$ cat config.mk
export PLATFORM = sky130hd
export DESIGN_NAME = pac_ctrl
export DESIGN_NICKNAME = d
export VERILOG_FILES = /design/src/hw/rtl/pac_pkg.sv /design/src/hw/rtl/pac_ctrl.sv
export SDC_FILE = /design/constraint.sdc
export NUM_CORES = 1
export LEC_CHECK = 0
export BUFFER_PORTS_ARGS = -buffer_cell sky130_fd_sc_hd__buf_2
export CELL_PAD_IN_SITES_DETAIL_PLACEMENT = 2
export CELL_PAD_IN_SITES_GLOBAL_PLACEMENT = 2
export CORE_ASPECT_RATIO = 1.25
export CORE_UTILIZATION = 30
export DETAILED_ROUTE_END_ITERATION = 10
export PLACE_DENSITY_LB_ADDON = 0.2
export SETUP_SLACK_MARGIN = 0.4
export SYNTH_ARGS = -nofsm -noshare
export SYNTH_HDL_FRONTEND = slang
export SYNTH_SLANG_ARGS = --single-unit
$ cat constraint.sdc
create_clock -name clk_i -period 5.02 [get_ports clk_i]
set_input_delay 1.506 -clock clk_i [delete_from_list [all_inputs] [get_ports clk_i]]
set_output_delay 1.506 -clock clk_i [all_outputs]
set_load 0.05 [all_outputs]
$ cat src/hw/rtl/pac_pkg.sv
package pac_pkg;

  // Fixed-point format and time base
  localparam int unsigned FracBits       = 16;
  localparam int unsigned TicksPerSecond = 1000000;

  // Configuration register indexes
  localparam int unsigned CfgIdxW = 3;
  localparam logic [CfgIdxW-1:0] REG_GAIN_P  = 3'd0;
  localparam logic [CfgIdxW-1:0] REG_GAIN_I  = 3'd1;
  localparam logic [CfgIdxW-1:0] REG_GAIN_D  = 3'd2;
  localparam logic [CfgIdxW-1:0] REG_OUT_MIN = 3'd3;
  localparam logic [CfgIdxW-1:0] REG_OUT_MAX = 3'd4;

  // Input word op codes
  localparam logic OP_STEP    = 1'b0;
  localparam logic OP_RESTART = 1'b1;

  // Reset values of the registers
  localparam logic [30:0]        GainPReset  = 31'd65536;
  localparam logic signed [31:0] OutMaxReset = 32'sd6553600;

  // Integral magnitudes are capped at 2^62
  localparam logic [63:0] Cap62 = 64'h4000_0000_0000_0000;

  // Operation run on the shared multiply-divide unit
  typedef enum logic [2:0] {
    OP_LIMIT = 3'd0,
    OP_P     = 3'd1,
    OP_EDT   = 3'd2,
    OP_I     = 3'd3,
    OP_D1    = 3'd4,
    OP_D2    = 3'd5,
    OP_CORR  = 3'd6
  } pac_op_e;

  // Controller to datapath
  typedef struct packed {
    logic    load_item;
    logic    restart;
    logic    start;
    logic    capture;
    logic    sum;
    logic    load_out;
    pac_op_e op;
  } pac_cmd_t;

  // Datapath to controller
  typedef struct packed {
    logic dirty;
    logic first;
    logic sat;
    logic unit_done;
    logic out_busy;
  } pac_status_t;

  // Signed saturation of a magnitude with a sign to 32 bits
  function automatic logic signed [31:0] sat_mag(input logic neg, input logic [63:0] m);
    logic signed [31:0] r;
    if (neg) begin
      if (m >= 64'h8000_0000) r = 32'sh8000_0000;
      else r = 32'(0 - m[31:0]);
    end else begin
      if (m >= 64'h7FFF_FFFF) r = 32'sh7FFF_FFFF;
      else r = 32'(m[31:0]);
    end
    return r;
  endfunction

endpackage

$ cat src/hw/rtl/pac_ctrl.sv
module pac_ctrl (
  input  logic                 clk_i,
  input  logic                 rst_ni,
  input  logic                 in_valid_i,
  input  logic                 op_i,
  output logic                 in_stall_o,
  input  pac_pkg::pac_status_t status_i,
  output pac_pkg::pac_cmd_t    cmd_o
);

  typedef enum logic [4:0] {
    ST_IDLE  = 5'b00001,
    ST_ISSUE = 5'b00010,
    ST_WAIT  = 5'b00100,
    ST_SUM   = 5'b01000,
    ST_FIN   = 5'b10000
  } ctrl_state_e;

  ctrl_state_e     state_q, state_d;
  pac_pkg::pac_op_e op_q, op_d;

  always_comb begin
    state_d = state_q;
    op_d    = op_q;
    cmd_o   = '{load_item: 1'b0, restart: 1'b0, start: 1'b0, capture: 1'b0,
                sum: 1'b0, load_out: 1'b0, op: op_q};
    unique case (state_q)
      ST_IDLE: begin
        if (in_valid_i) begin
          if (op_i == pac_pkg::OP_RESTART) begin
            cmd_o.restart = 1'b1;
          end else begin
            cmd_o.load_item = 1'b1;
            op_d    = status_i.dirty ? pac_pkg::OP_LIMIT : pac_pkg::OP_P;
            state_d = ST_ISSUE;
          end
        end
      end
      ST_ISSUE: begin
        cmd_o.start = 1'b1;
        state_d     = ST_WAIT;
      end
      ST_WAIT: begin
        if (status_i.unit_done) begin
          cmd_o.capture = 1'b1;
          state_d       = ST_ISSUE;
          unique case (op_q)
            pac_pkg::OP_LIMIT: op_d = pac_pkg::OP_P;
            pac_pkg::OP_P:     op_d = pac_pkg::OP_EDT;
            pac_pkg::OP_EDT:   op_d = pac_pkg::OP_I;
            pac_pkg::OP_I: begin
              if (status_i.first) state_d = ST_SUM;
              else op_d = pac_pkg::OP_D1;
            end
            pac_pkg::OP_D1:    op_d = pac_pkg::OP_D2;
            pac_pkg::OP_D2:    state_d = ST_SUM;
            pac_pkg::OP_CORR:  state_d = ST_FIN;
            default:           state_d = ST_IDLE;
          endcase
        end
      end
      ST_SUM: begin
        cmd_o.sum = 1'b1;
        if (status_i.sat) begin
          op_d    = pac_pkg::OP_CORR;
          state_d = ST_ISSUE;
        end else begin
          state_d = ST_FIN;
        end
      end
      ST_FIN: begin
        if (!status_i.out_busy) begin
          cmd_o.load_out = 1'b1;
          state_d        = ST_IDLE;
        end
      end
      default: state_d = ST_IDLE;
    endcase
  end

  always_ff @(posedge clk_i or negedge rst_ni) begin
    if (!rst_ni) begin
      state_q <= ST_IDLE;
      op_q    <= pac_pkg::OP_P;
    end else begin
      state_q <= state_d;
      op_q    <= op_d;
    end
  end

  assign in_stall_o = (state_q != ST_IDLE);

endmodule

* Word-level counts from Yosys, hierarchy flattened
Index checks and enable logic that the tools add are counted.
Storage, ports and cells: flip-flop bits (word level) 8, input port bits 9, word-level logic and storage cells 52, output and inout bits 10
Operators by class: reductions and logical operators 5, equality and inequality tests 19, mux-type cells 26
Operator list (number):
- 2-to-1 mux 5 bit | 5
- case mux 5 bit (5 select lines) | 1
- case mux 5 bit (4 select lines) | 1
- 2-to-1 mux 3 bit | 5
- case mux 3 bit (5 select lines) | 1
- inequality test 2 bit (second input constant) | 5
- == test 3 bit (second input constant) | 3
- 2-to-1 mux 1 bit | 9
- case mux 3 bit (3 select lines) | 1
- AND reduction 7 bit | 1
- == test 3 x 2 -> 1 bit (second input constant) | 2
- inequality test 6 x 1 -> 1 bit (second input constant) | 1
- == test 5 x 1 -> 1 bit (second input constant) | 1
- == test 5 x 2 -> 1 bit (second input constant) | 1
- == test 5 x 3 -> 1 bit (second input constant) | 1
- == test 5 x 4 -> 1 bit (second input constant) | 1
- == test 5 bit (second input constant) | 1
- inequality test 5 x 1 -> 1 bit (second input constant) | 1
- 2-to-1 mux 2 bit | 2
- 2-to-1 mux 4 bit | 1
- AND reduction 4 bit | 1
- OR reduction 4 bit | 1
- == test 3 x 1 -> 1 bit (second input constant) | 1
- logical NOT 3 bit | 1
- 2 further kinds | 2

* Logic depth before layout (Yosys ltp)
Gate-level depths: netlist of the first run.
word-level depth 5, depth in mapped cells 5, depth with buffers taken out 4

* Least setup slack after synthesis of the first run
Ideal clock, no wire load.
path kind input port to output port, from input port in_valid_i, to output port cmd_o[7] (netlist name), buffers on the path 0, setup slack 0.887 ns, data arrival time 2.627 ns, stages 2, cell sequence inv_1 nor3_1
RTL lines:
- start: declaration | line pac_ctrl.sv:4 | input logic in_valid_i,
- end: declaration | line pac_ctrl.sv:8 | output pac_pkg::pac_cmd_t cmd_o

==> flow_metrics.tcl, run 1 <==
set metrics [dict create \
    dp_slack_ps 1372 \
    antenna_found_initial 0 \
    netlist_area_sq_um 688.2 \
    place_congestion 0.7449 \
    path_max_fanout 3 \
    power_density_nw_per_um2 551.2 \
    holdWs_ps 628.6 \
    cts.sinks 8 \
    ys_ff_latch 8 \
    maxCapViolations 0 \
    root_buffer "clkbuf_4" \
    drt_iter0_drc 5 \
    required_ps 3510 \
    ys.flop_type "dfrtp_1" \
    skew_ps 1.156 \
    die-area_sq_um 2490 \
    period_share_pct 72.29 \
    filler_cell_count 290 \
    synthArstFlopShare_pct 100.0 \
    cts_buffers 3 \
    critical_path_class "in -> out" \
    status "completed" \
    finalPower_mw 0.4331 \
    fin_util_pct 35.93 \
    clock_path_buffers 2 \
    syn_to_final_growth_pct 14.18 \
    final_common_cell "buf_2" \
    wl_mm 1.855 \
    syn_inst 81 \
    ys_types 39 \
    max-slew-margin-rel_pct 62.63 \
    gr-usage-all-layers_pct 17.16 \
    finalHoldViolCount 0 \
    min_path_type "reg -> reg" \
    crit_path_start_kind "input port" \
    via_count 639 \
    syn_nets 90 \
    tightest_slew_ps 556.3 \
    fin_ws_ps 1391 \
    final_area_sq_um 785.8 \
    ys_seq_area_share_pct 29.45 \
    cts_hold_buffers 0 \
    vias_per_cell 5.071 \
    htreeDepth 1 \
    final_cells 126 \
    final_nets 106 \
    post-cts-setup-buffers 0 \
    num_rows 19 \
    timing.fmax_ghz 0.2756 \
    grt_setup_unrepaired "false" \
    wl_per_cell_um 14.72 \
    drive_gt1_share_pct 31.58 \
    dieHeight_um 55.55 \
    p_leak_nw 0.3891 \
    placedCellCount 123 \
    grt_overflow_total 0 \
    place_area_sq_um 763.2 \
    totalNegativeSetupSlack_ps 0 \
    post-dp-hpwl_mm 1.511 \
    fin_crit_ps 3629 \
    io_pins 19 \
    arrival_ps 2120 \
    finalSetupViolCount 0 \
    grt_first_pass_wirelength_mm 3.174 \
    rrSetupSlack_ps 3090 \
    clkTransAtPathRegs_ps 50 \
    slew_viol_final 0 \
    clk_latency_ps 240 \
    drt-pass1-iter-count 3 \
    grt_pass1_vias 703 \
    initial_utilization_pct 31.46 \
    cts_tree "built" \
    cts_resized 0 \
    grt_max_degree 12 \
    synth-warning-count 0 \
    critPathCaptureType "primary output" \
    mostFrequentLayoutCells "buf_2, nor2_1, inv_1" \
    synth_area_per_cell_sq_um 8.496 \
    ant_nets 0 \
    core_area_sq_um 2187 \
    synth_edf_count 0 \
    peakVddDrop_v 0.0002432 \
    antennaDiodeCount 0 \
    io_buffers 18 \
    drcViolationCount 0 \
    die_width_um 44.84 \
]
==> metal layers <==
metal | vias up | track usage (%) | part of all wire (%)
met5 | - | 0 | 0
met4 | 0 | 5.195 | 0
met3 | 0 | 0.9804 | 3.9
met2 | 15 | 30.88 | 54
met1 | 310 | 21.04 | 42
li1 | 314 | - | -
==> final timing paths <==
path	from	end	cells after the start
max	in_valid_i	cmd_o[8]	4
min	op_q[0]	state_q[3]	2
min in group asynchronous	rst_ni	state_q[1]	1
min reg2reg	op_q[0]	state_q[3]	2
max reg2reg	state_q[1]	op_q[2]	4
max in group asynchronous	rst_ni	op_q[0]	1
==> Yosys cell counts (2+ instances only) <==
cell     instances  area (sq um)
buf_6            2         22.52
nand3_1          5         25.02
xnor2_1          2         17.52
buf_4            2         15.01
a21oi_1          3         15.01
dfrtp_1          6         150.1
inv_1            9         33.78
nand2_1          4         15.01
or2b_1           2         15.01
mux2_4           2         30.03
o21ai_0          4         20.02
nor3_1           3         15.01
dfstp_2          2         52.55
nor2_1          10         37.54
==> worst max-delay path: stages <==
cell    delay, ps
buf_2          80
inv_1          50
nor3_1        180
buf_2         300
==> power by group <==
group          switching, mW  internal [mW]
clock network         0.0186         0.0271
logic                  0.161         0.0966
registers             0.0414         0.0882
total                  0.221          0.212
==> kinds of logic after synthesis <==
| logic type | share of synthesized area (%) |
|---|---|
| and+or+nand+nor | 27.27 |
| AOI/OAI and AO/OA | 20.91 |
| buffers and inverters | 12.73 |
| DFF | 29.45 |
| xor gates and xnor gates | 3.819 |
| muxes | 5.818 |
==> cell type report <==
cell class	instances	area (sq um)	share of cell area, %
clock buffers	3	22.52	2.866
inverters	9	33.78	4.299
multi-input cells	57	397.9	50.64
flip-flops and latches	8	202.7	25.80
well taps	31	38.79	4.936
repair buffers	18	90.09	11.46
==> state kept, by name, summed over array words and instances (netlist names) <==
signal and cells:
state_q 5, op_q 3
Note: power is estimated with default switching activity, not from simulation.
==> run 2: changes to the inputs <==
- ABC_AREA: not set -> 1
- CORE_UTILIZATION: 30 -> 24
- clock period: 5.02 -> 3.7 ns (I/O delays scaled with it)
==> flow_metrics.tcl, run 2 <==
set metrics [dict create \
    final_common_cell "nand2_1" \
    drive_gt1_share_pct 28.57 \
    drcViolationCount 0 \
    synth_top_family_by_area "simple AND/OR/NAND/NOR gates" \
    initial_utilization_pct 25.41 \
    finalSetupViolCount 0 \
    grt_setup_unrepaired "false" \
    ys.flop_type "dfrtp_1" \
    synth_area_per_cell_sq_um 6.231 \
    skew_ps 2.566 \
    critPathBufInv 3 \
    mostFrequentLayoutCells "nand2_1, nor2_1, buf_2" \
    slew_viol_final 0 \
    synth_compound_area_share_pct 4.868 \
    cpMostUsedCell "buf_2" \
    synthArstFlopShare_pct 100.0 \
    syn_inst 99 \
    synth-simple-area-share_pct 51.93 \
    grt_first_pass_wirelength_mm 3.153 \
    status "completed" \
    peakVddDrop_v 0.0003163 \
    antennaDiodeCount 0 \
    root_buffer "clkbuf_4" \
    clock_path_buffers 2 \
    reg.largest.list "state_q: 5 flops, op_q: 3 flops" \
    power_density_nw_per_um2 723.5 \
    io_pins 19 \
    ant_nets 0 \
    synth_top_area_cell "dfrtp_1" \
    largest_register "state_q" \
    synth_mux_area_share_pct 0 \
    grt_max_degree 10 \
    cts.sinks 8 \
    synth_top_area_share_pct 24.34 \
    ys_seq_area_share_pct 32.86 \
    antenna_found_initial 0 \
    cts_buffers 3 \
    crit_family "buffers and inverters" \
    htreeDepth 1 \
    totalNegativeSetupSlack_ps 0 \
    cts_hold_buffers 0 \
    clk_latency_ps 260 \
    min_path_type "reg -> reg" \
    post-cts-setup-buffers 0 \
    synth_edf_count 0 \
    synth_xor_area_share_pct 0 \
    max-slew-margin-rel_pct 83.07 \
    maxCapViolations 0 \
    fin_ws_ps 878.8 \
    period_share_pct 76.25 \
    timing.fmax_ghz 0.3545 \
    gr-usage-all-layers_pct 16.96 \
    post-dp-hpwl_mm 1.593 \
    fin_crit_ps 2821 \
    crit_path_start_kind "input port" \
    cts_tree "built" \
    grt_pass1_vias 718 \
    die_width_um 47.35 \
    ys_types 16 \
    crit_path_top_delay_cell "buf_2" \
    vias_per_cell 4.612 \
    dieHeight_um 58.68 \
    io_buffers 18 \
    synth-warning-count 0 \
    clkTransAtPathRegs_ps 50 \
    required_ps 2590 \
    drt-pass1-iter-count 4 \
    wl_mm 1.857 \
    finalHoldViolCount 0 \
    tightest_slew_ps 255.8 \
    critPathCaptureType "primary output" \
    critPathMaxStageDelay_ps 270 \
    netlist_area_sq_um 616.8 \
    grt_overflow_total 0 \
    die-area_sq_um 2778 \
    cp_cell_sequence "buf_2 > inv_1 > nand2_1 > nor2_1 > buf_2" \
    core_area_sq_um 2427 \
    critical_path_class "in -> out" \
    syn_nets 108 \
    synth-adder-area-share_pct 0 \
    filler_cell_count 341 \
    ys_ff_latch 8 \
    drt_iter0_drc 9 \
    final_nets 130 \
    via_count 701 \
    p_leak_nw 0.4348 \
    syn_to_final_growth_pct 23.73 \
    dp_slack_ps 868.5 \
    cts_resized 0 \
    num_rows 20 \
    synth.area.top_cells "dfrtp_1, nand2_1, nor2_1" \
    yosysMostFrequentCell "nand2_1" \
    wl_per_cell_um 12.22 \
    largest_register_ffs 5 \
    synth_commonest_cells "nand2_1, nor2_1, inv_1" \
    place_congestion 0.7512 \
    arrival_ps 1710 \
    fin_util_pct 31.44 \
    path_max_fanout 2 \
]
run 2: cell count changes after synthesis, moves of 3 or more:
cell	change
a21oi_1	-3
inv_2	+3
inv_1	+3
nor2_1	+8
nand3_1	+4
nand2_1	+25
run 2: cell type report:
class / instances / area, sq um / area share [%]
sequential: 8 / 202.7 / 26.56
tap: 33 / 41.29 / 5.410
inverter: 15 / 56.30 / 7.377
clock buffer: 3 / 22.52 / 2.951
multi-input combinational: 75 / 350.3 / 45.90
timing repair buffer: 18 / 90.09 / 11.80
run 2: worst paths after layout:
check,startpoint,end,slack (ps),depth (start not counted)
worst max-delay path,op_i,cmd_o[8],880,5
worst min-delay path,op_q[0],op_q[0],510,2
worst max register to register,state_q[1],op_q[2],2320,8
worst min register to register,op_q[0],op_q[0],510,2
max in group asynchronous,rst_ni,op_q[0],2790,1
min in group asynchronous,rst_ni,state_q[3],680,1
run 2: worst reg2reg max path, stage by stage (launching register included):
cell and delay (ps):
dfrtp_1 430, nor2_4 230, nand2_2 90, nor2_4 140, nand2_1 80, nand3_2 110, nand2_2 90, nand2_1 60
nand2_1 40
run 2: through the flow:
| stage | cell area, sq um | cells | hold WS, ps | power (mW) |
|---|---|---|---|---|
| after floorplan | 616.8 | 99 | 566.6 | 0.4104 |
| after global placement | 740.7 | 149 | 496.9 | 0.4813 |
| after detailed placement | 740.7 | 149 | 509.5 | 0.4937 |
| after CTS | 763.2 | 152 | 518.1 | 0.5661 |
| after global routing | 763.2 | 152 | 553.5 | 0.5997 |
| final | 763.2 | 152 | 513.2 | 0.5522 |
run 2: cell families after synthesis:
family / count (synthesis)
and+or+nand+nor: 69
DFF: 8
buffers and inverters: 16
AOI/OAI and AO/OA: 6
run 2: routing by layer:
layer  wire [um]  GRT usage, %  up-vias
li1            -             -      349
met1         708         16.41      330
met2        1021         30.33       17
met3          77         4.601        5
met4          49         9.796        0
met5           0             0        -
run 2: power breakdown:
group          switching, mW  leakage (nW)  internal, mW  total, mW
sequential            0.0327         0.103         0.120      0.153
clock                 0.0302        0.0138        0.0371     0.0673
combinational          0.249         0.318        0.0832      0.332
total                  0.312         0.435         0.240      0.552
==> run 3: changes to the inputs <==
- ABC_AREA: 1 -> 0
- CORE_UTILIZATION: 24 -> 29
- clock period: 3.7 -> 2.6 ns (I/O delays scaled with it)
==> flow_metrics.tcl, run 3 (same netlist as run 1, synthesis figures left out) <==
set metrics [dict create \
    syn_to_final_growth_pct 39.45 \
    required_ps 1820 \
    rrSetupSlack_ps 620 \
    drcViolationCount 0 \
    cts_tree "built" \
    drive_gt1_share_pct 49.52 \
    reg.largest.list "state_q: 5 flops, op_q: 3 flops" \
    finalPower_mw 0.9944 \
    grt_setup_unrepaired "true" \
    cts_buffers 3 \
    gr-usage-all-layers_pct 19.71 \
    wl_mm 2.258 \
    tightest_slew_ps 407.7 \
    skew_ps 14.08 \
    clkTransAtPathRegs_ps 60 \
    critPathCaptureType "primary output" \
    grt_first_pass_wirelength_mm 3.581 \
    place_congestion 0.7795 \
    final_area_sq_um 959.7 \
    fin_crit_ps 2160 \
    wl_per_cell_um 16.60 \
    place_area_sq_um 810.8 \
    vias_per_cell 5.191 \
    die-area_sq_um 2573 \
    antennaDiodeCount 0 \
    min_path_type "in -> async" \
    critPathMaxStageDelay_ps 470 \
    drt-pass1-iter-count 2 \
    peakVddDrop_v 0.0004854 \
    root_buffer "clkbuf_4" \
    htreeDepth 1 \
    status "completed" \
    io_pins 19 \
    critical_path_class "reg -> out" \
    crit_path_top_delay_cell "dfrtp_2" \
    max-slew-margin-rel_pct 72.63 \
    maxCapViolations 0 \
    via_count 706 \
    final_common_cell "buf_2" \
    critPathBufInv 1 \
    core_area_sq_um 2211 \
    timing.fmax_ghz 0.4629 \
    grt_overflow_total 0 \
    grt_pass1_vias 769 \
    initial_utilization_pct 31.13 \
    num_rows 19 \
    dieHeight_um 56.47 \
    path_max_fanout 6 \
    clk_latency_ps 260 \
    cts_hold_buffers 0 \
    drt_iter0_drc 2 \
    io_buffers 18 \
    largest_register "state_q" \
    totalNegativeSetupSlack_ps 0 \
    p_leak_nw 0.4505 \
    post-dp-hpwl_mm 1.536 \
    finalSetupViolCount 0 \
    cp_cell_sequence "nor3_4 > and3_1 > buf_4" \
    grt_max_degree 11 \
    clock_path_buffers 2 \
    finalHoldViolCount 0 \
    arrival_ps 1380 \
    antenna_found_initial 0 \
    largest_register_ffs 5 \
    period_share_pct 83.10 \
    slew_viol_final 0 \
    cts.sinks 8 \
    ant_nets 0 \
    crit_path_start_kind "flop" \
    power_density_nw_per_um2 1036 \
    crit_family "flip-flops" \
    mostFrequentLayoutCells "buf_2, buf_4, inv_1" \
    die_width_um 45.57 \
    final_nets 115 \
]
-- run 3: layout make-up --
type	count	area (sq um)
Multi-Input combinational cell	57	469.2
Sequential cell	8	207.7
Inverter	9	33.78
Clock buffer	4	26.28
Fill cell	241	1251
Tap cell	31	38.79
Timing Repair Buffer	27	183.9
-- run 3: timing repair --
| action | 4_1_cts | 5_1_grt |
|---|---|---|
| resized for setup | 12 | 8 |
| cloned | 0 | 0 |
| endpoints found under the hold margin | 0 | 0 |
| endpoints found under the setup margin | 6 | 5 |
| setup buffers | 7 | 2 |
| pin swaps | 4 | 1 |
-- run 3: routing by layer --
metal | wire length (um) | up-vias | track usage [%] | part of all wire [%]
li1 | - | 333 | - | -
met1 | 842 | 352 | 21.17 | 37
met2 | 1322 | 17 | 36.53 | 59
met3 | 69 | 4 | 2.251 | 3.1
met4 | 24 | 0 | 7.792 | 1.1
met5 | 0 | - | 0 | 0
-- run 3: worst paths after layout --
kind | start | end | depth (start not counted)
worst min-delay path | rst_ni | op_q[1] | 1
min in group clk_i | op_q[0] | state_q[3] | 2
worst max-delay path | state_q[1] | cmd_o[5] | 3
worst min register to register | op_q[0] | state_q[3] | 2
max in group asynchronous | rst_ni | state_q[0] | 1
worst max register to register | state_q[3] | op_q[2] | 5
-- run 3: worst reg2reg max path: stages, from the launching register on --
cell       delay, ps
dfrtp_2          450
buf_4            180
or2b_1           260
or4_4            470
o2111ai_4        180
mux2_4           330
-- run 3: report_power, final --
part | switching, mW | internal, mW
clock | 0.0434 | 0.0587
sequential | 0.0824 | 0.173
combinational | 0.372 | 0.265
total | 0.498 | 0.497
-- run 3: per-stage QoR --
step / hold WS, ps / setup slack, ps / std cells / utilization [%]
5_1_grt: 340.3 / 379.6 / 136 / 43.41
6_report: 347.7 / 439.5 / 136 / 43.41
2_1_floorplan: 484.4 / 410.3 / 81 / -
3_5_place_dp: 609.3 / 306.3 / 123 / 36.67
4_1_cts: 343.4 / 404.8 / 134 / 41.82
3_3_place_gp: 596.0 / 328.6 / 123 / 36.67
